File: config.mk
export PLATFORM = sky130hd
export DESIGN_NAME = mlpq_datapath
export DESIGN_NICKNAME = d
export VERILOG_FILES = /design/src/mlpq_pkg.sv /design/src/mlpq_datapath.sv
export SDC_FILE = /design/constraint.sdc
export NUM_CORES = 2
export LEC_CHECK = 0
export BUFFER_PORTS_ARGS = -buffer_cell sky130_fd_sc_hd__buf_2
export CAP_MARGIN = 20
export CELL_PAD_IN_SITES_DETAIL_PLACEMENT = 1
export CELL_PAD_IN_SITES_GLOBAL_PLACEMENT = 1
export CORE_ASPECT_RATIO = 0.8
export CORE_UTILIZATION = 59
export CTS_BUF_LIST = sky130_fd_sc_hd__clkbuf_16
export CTS_CLUSTER_DIAMETER = 120
export DETAILED_ROUTE_END_ITERATION = 12
export MAX_ROUTING_LAYER = met4
export PLACE_DENSITY_LB_ADDON = 0.12
export RECOVER_POWER = 100
export SYNTH_ARGS = -nofsm -noshare
export SYNTH_HDL_FRONTEND = slang
export SYNTH_SLANG_ARGS = --single-unit
File: constraint.sdc
create_clock -name clk -period 11.5 [get_ports clk]
set_clock_uncertainty 0.15 [all_clocks]
set_input_delay 1.15 -clock clk [delete_from_list [all_inputs] [get_ports clk]]
set_output_delay 1.15 -clock clk [all_outputs]
set_load 0.05 [all_outputs]
File: src/mlpq_pkg.sv
`timescale 1ns / 1ps
// ----------------------------------------------------------------------------
// mlpq_pkg
// Shared types, constants and the default parameter table for the
// 1-16-16-1 Q24.8 perceptron.
// ----------------------------------------------------------------------------
package mlpq_pkg;

  localparam int HID       = 16;
  localparam int FRAC_BITS = 8;
  localparam int DATA_W    = 32;
  localparam int HID_W     = $clog2(HID);
  localparam int TERM_W    = $clog2(HID + 1);

  // flat parameter layout
  localparam int OFS_W1      = 0;
  localparam int OFS_B1      = HID;
  localparam int OFS_W2      = 2 * HID;
  localparam int OFS_B2      = 2 * HID + HID * HID;
  localparam int OFS_W3      = 3 * HID + HID * HID;
  localparam int OFS_B3      = 4 * HID + HID * HID;
  localparam int PARAM_COUNT = 4 * HID + HID * HID + 1;
  localparam int ADDR_W      = $clog2(PARAM_COUNT);

  // reset values, Q24.8
  localparam logic [DATA_W-1:0] DEF_WEIGHT   = DATA_W'(25);
  localparam logic [DATA_W-1:0] DEF_BIAS     = DATA_W'(2);
  localparam logic [DATA_W-1:0] DEF_OUT_BIAS = DATA_W'(0);

  // item kinds
  localparam logic OP_WRITE = 1'b0;
  localparam logic OP_INFER = 1'b1;

  typedef enum logic [1:0] {
    LAYER_1 = 2'd0,
    LAYER_2 = 2'd1,
    LAYER_3 = 2'd2
  } layer_t;

  // one step of the shared multiply-accumulate unit
  typedef struct packed {
    logic              valid;
    logic              bias;
    logic              first;
    layer_t            layer;
    logic [HID_W-1:0]  unit;
    logic [TERM_W-1:0] term;
  } mac_op_t;

  function automatic logic [DATA_W-1:0] param_default(input logic [ADDR_W-1:0] addr);
    logic [DATA_W-1:0] v;
    v = DEF_WEIGHT;
    if ((addr >= ADDR_W'(OFS_B1) && addr < ADDR_W'(OFS_W2)) ||
        (addr >= ADDR_W'(OFS_B2) && addr < ADDR_W'(OFS_W3))) begin
      v = DEF_BIAS;
    end else if (addr == ADDR_W'(OFS_B3)) begin
      v = DEF_OUT_BIAS;
    end
    return v;
  endfunction

endpackage

File: src/mlpq_datapath.sv
`timescale 1ns / 1ps
// ----------------------------------------------------------------------------
// mlpq_datapath
// Shared multiply-accumulate unit: operand select, multiply, accumulate, then
// scaling and bias add; ReLU into the hidden activation registers, none on pred.
// ----------------------------------------------------------------------------
module mlpq_datapath
  import mlpq_pkg::*;
(
  input  logic              clk,
  input  logic              rst_n,
  input  mac_op_t           op,
  input  logic [DATA_W-1:0] sample,
  input  logic [DATA_W-1:0] rdata,
  output logic [DATA_W-1:0] pred,
  output logic              pred_valid
);

  localparam logic [DATA_W-1:0] RND = DATA_W'((1 << FRAC_BITS) - 1);

  logic [DATA_W-1:0] h1_r [HID];
  logic [DATA_W-1:0] h2_r [HID];

  mac_op_t           op1_r;
  mac_op_t           op2_r;
  logic [DATA_W-1:0] a_r;
  logic [DATA_W-1:0] a_nxt;
  logic [DATA_W-1:0] val2_r;
  logic [DATA_W-1:0] prod;
  logic [DATA_W-1:0] acc_r;
  logic [DATA_W-1:0] acc_nxt;
  logic [DATA_W-1:0] adj;
  logic [DATA_W-1:0] quot;
  logic [DATA_W-1:0] res;
  logic [DATA_W-1:0] act;
  logic [DATA_W-1:0] pred_r;
  logic              pred_valid_r;

  // operand select at issue
  always_comb begin
    unique case (op.layer)
      LAYER_1: a_nxt = sample;
      LAYER_2: a_nxt = h1_r[op.term[HID_W-1:0]];
      LAYER_3: a_nxt = h2_r[op.term[HID_W-1:0]];
      default: a_nxt = '0;
    endcase
  end

  assign prod = DATA_W'(a_r * rdata);

  // accumulate, truncating scale toward zero, bias, relu
  always_comb begin
    acc_nxt = (op2_r.first ? '0 : acc_r) + val2_r;
    adj     = acc_r + (acc_r[DATA_W-1] ? RND : '0);
    quot    = DATA_W'($signed(adj) >>> FRAC_BITS);
    res     = quot + val2_r;
    act     = ($signed(res) > 0) ? res : '0;
  end

  always_ff @(posedge clk) begin
    if (!rst_n) begin
      op1_r        <= '0;
      op2_r        <= '0;
      pred_valid_r <= 1'b0;
    end else begin
      op1_r        <= op;
      op2_r        <= op1_r;
      pred_valid_r <= op2_r.valid && op2_r.bias && (op2_r.layer == LAYER_3);
    end
  end

  always_ff @(posedge clk) begin
    a_r    <= a_nxt;
    val2_r <= op1_r.bias ? rdata : prod;
    if (op2_r.valid) begin
      if (!op2_r.bias) begin
        acc_r <= acc_nxt;
      end else begin
        unique case (op2_r.layer)
          LAYER_1: h1_r[op2_r.unit] <= act;
          LAYER_2: h2_r[op2_r.unit] <= act;
          LAYER_3: pred_r <= res;
          default: pred_r <= pred_r;
        endcase
      end
    end
  end

  assign pred       = pred_r;
  assign pred_valid = pred_valid_r;

endmodule

==> flow_metrics.tcl <==
set metrics [dict create \
    gp_congestion 0.909 \
    setup_viol 0 \
    max_stage_delay_ns 1.44 \
    synth_area_per_cell_um2 15.3 \
    syn_inst 4107 \
    yosysSeqAreaShare 0.546 \
    cts_buffer_depth 3 \
    worst_pin_slew_ns 3.34 \
    synth_edf_count 1088 \
    post_cts_buffers 0 \
    finalSetupTns_ns 0 \
    detail_route.first_pass.iterations 5 \
    drc 0 \
    drive_gt1_frac 0.143 \
    filler_cell_count 9510 \
    pre_cts_ws_ns 2.39 \
    via_per_inst 6.36 \
    yosys-top-cells-count "1088 x edfxtp_1, 427 x inv_1, 410 x fa_1, 332 x and2_1, 320 x mux4_2" \
    wl_per_cell_um 31.4 \
    yosysTopAreaCell "edfxtp_1" \
    io_pins 113 \
    timing.rr.start "acc_r[31]" \
    yosys_warnings 0 \
    drv_slew 1319 \
    port_buffers 111 \
    grt_setup_unrepaired "false" \
    regToRegEndpoint "h1_r[1][0]" \
    fin_crit_sh 0.840 \
    cts_made_buffers 108 \
    fin_crit_ns 9.66 \
    row_count 106 \
    rrSetupSlack_ns 2.11 \
    synth_area_um2 62900 \
    status "complete, but fails checks" \
    h-tree-depth 3 \
    synth_ff_type "edfxtp_1" \
    slew_headroom -1.23 \
    hold_path_class "register to register" \
    critical_path_peak_fanout 31 \
    final_cells 5777 \
    core_um2 105000 \
    vias 36717 \
    area_delta_synth_final_pct 9.63 \
    die_h_um 294 \
    worst-setup-path-type "primary input to register" \
    clk_root_buffer_cell "clkbuf_16" \
    clkSlewWorstSetupHoldPaths_ns 0.07 \
    synth_seq_cells 1171 \
    place_inst 5532 \
    cp_common_cell "fa_1" \
    worstPathCellList "clkbuf_1 -> and2_0 -> fa_1 -> inv_1 -> fa_1 -> fa_1 -> fa_1 -> inv_1 -> fa_1 -> inv_1 -> fa_1 -> inv_1 -> fa_1 -> fa_1 -> ha_1 -> nand3_1 -> nor3_1 -> nand2_1 -> a311o_1 -> a311oi_1 -> and2_0 -> o21ai_1 -> a221o_1 -> o21ai_2" \
    cts_tree "done" \
    violations "capacitance limit, slew limit" \
    ys_types 67 \
    hp-start "op1_r[6]" \
    cp-end-kind "register" \
    ant_nets 0 \
    routed_wl_mm 181 \
    fp.dieArea_um2 108000 \
    max_clock_freq_mhz 104 \
    dieWidth_um 367 \
    cts_hold_buf 0 \
    ys_async_sr_fraction 0 \
    synth_top_cell_area_share 0.520 \
    clock_latency_ns 0.73 \
    arrival_ns 10.14 \
    drtIter0Drc 4320 \
    cp_slowest_cell "clkbuf_1" \
    synth_most_common_cell "edfxtp_1" \
    min_path_cells 1 \
    min_to "op2_r[6]" \
    drv_cap 42 \
    grt_usage 0.354 \
    grt_pass1_vias 39209 \
    start_util 0.598 \
    grt_max_degree 120 \
    r2r.worst_path.cells 19 \
    grt_overflow 0 \
    netlist_top_cells_area "edfxtp_1 52%, fa_1 13%, mux4_2 11%" \
    hold_violations 0 \
    grt_pass1_wl_mm 265 \
    cts_num_sinks 1171 \
    antenna_found_initial 18 \
    cts_resized 0 \
    place_hpwl_mm 112 \
    nets 4949 \
    layout_setup_ws_ns 1.84 \
    critPathRequiredTime_ns 11.99 \
    cp-start-kind "primary input" \
]
==> placed cells by master (no fill, tap or decap), types with 11 or more instances in the layout <==
cell type  synthesis  routed
ha_1             192     192
nand2_1          296     296
clkinv_2           0      12
buf_4              0      28
nor2_1            81      53
and3_1            15      15
o21a_1            21      21
nand2b_1          18      18
nor3_1            18      18
and2_0             0      20
clkinv_1           0      21
a31oi_1           15      15
xnor2_1          118     118
clkbuf_1         155     110
edfxtp_1        1088    1088
buf_2             11      71
o21ai_0           64      68
inv_1            427     457
bufinv_16          0      16
fa_1             410     410
nor2_4             0      28
clkbuf_16          0     108
nand3_1           24      24
a21o_1            32      32
o21bai_1          11      11
xor2_1            44      43
conb_1             1      32
mux2i_1           32      32
dfxtp_1           83      80
and2_1           332     312
a21oi_1           63      63
nor2b_1           75      74
o22ai_1           35      35
diode_2            0      15
mux4_2           320     320
==> worst max path at each step <==
stage,from,depth (start not counted),slack [ns],endpoint
6_report,rdata[2],24,1.84,val2_r[29]
5_1_grt,rdata[2],24,1.61,val2_r[29]
4_1_cts,a_r[13],23,3.04,val2_r[29]
3_5_place_dp,rdata[5],24,2.39,val2_r[29]
3_3_place_gp,rdata[2],24,2.53,val2_r[29]
2_1_floorplan,rdata[4],23,3.61,val2_r[29]
==> kinds of logic after synthesis <==
group / after synthesis / share of synthesized area
multiplexers: 358 / 0.121
AO/OA/AOI/OAI: 300 / 0.0310
XOR/XNOR: 162 / 0.0226
flip-flops: 1171 / 0.546
other: 1 / 0.0000597
buffers and inverters: 622 / 0.0374
adder cells (fa/ha/maj): 602 / 0.169
AND/OR/NAND/NOR: 891 / 0.0732
==> registers in the layout, indices dropped and copies added (netlist names) <==
signal	cells
a_r	32
pred_valid	1
op1_r	9
op2_r	9
h2_r	512
pred	32
acc_r	32
val2_r	32
h1_r	512
==> stage by stage <==
step | hold WS [ns] | instance area [µm²] | util
finish | 0.287 | 68900 | 0.656
global route | 0.318 | 68900 | 0.656
CTS | 0.289 | 69100 | 0.658
detailed placement | 0.273 | 65500 | 0.624
global placement | 0.266 | 65500 | 0.623
floorplan | 0.262 | 63000 | -
==> routing by layer <==
| layer | share of wire | GRT usage |
|---|---|---|
| met5 | 0 | - |
| met1 | 0.40 | 0.506 |
| met2 | 0.47 | 0.537 |
| met3 | 0.10 | 0.0617 |
| met4 | 0.024 | 0.0836 |
==> worst max-delay path: cells and delay by family <==
family,cells,cell delay [ns]
adder cells (fa/ha/maj),9,4.31
buffers and inverters,5,1.68
AO/OA/AOI/OAI,5,1.76
AND/OR/NAND/NOR,5,1.19
==> area by class of cell <==
class	instances	area [µm²]	share of cell area
clock inverter	93	921	0.0134
sequential	1171	34300	0.498
multi-input combinational	2345	26500	0.384
clock buffer	108	2700	0.0392
tap	1404	1760	0.0255
inverter	427	1600	0.0233
antenna	15	37.5	0.000545
timing repair buffer	214	1070	0.0155
Power is left out: the tool's default activity adds up to more than one toggle a clock period on the data nets, which glitch-free logic cannot reach.
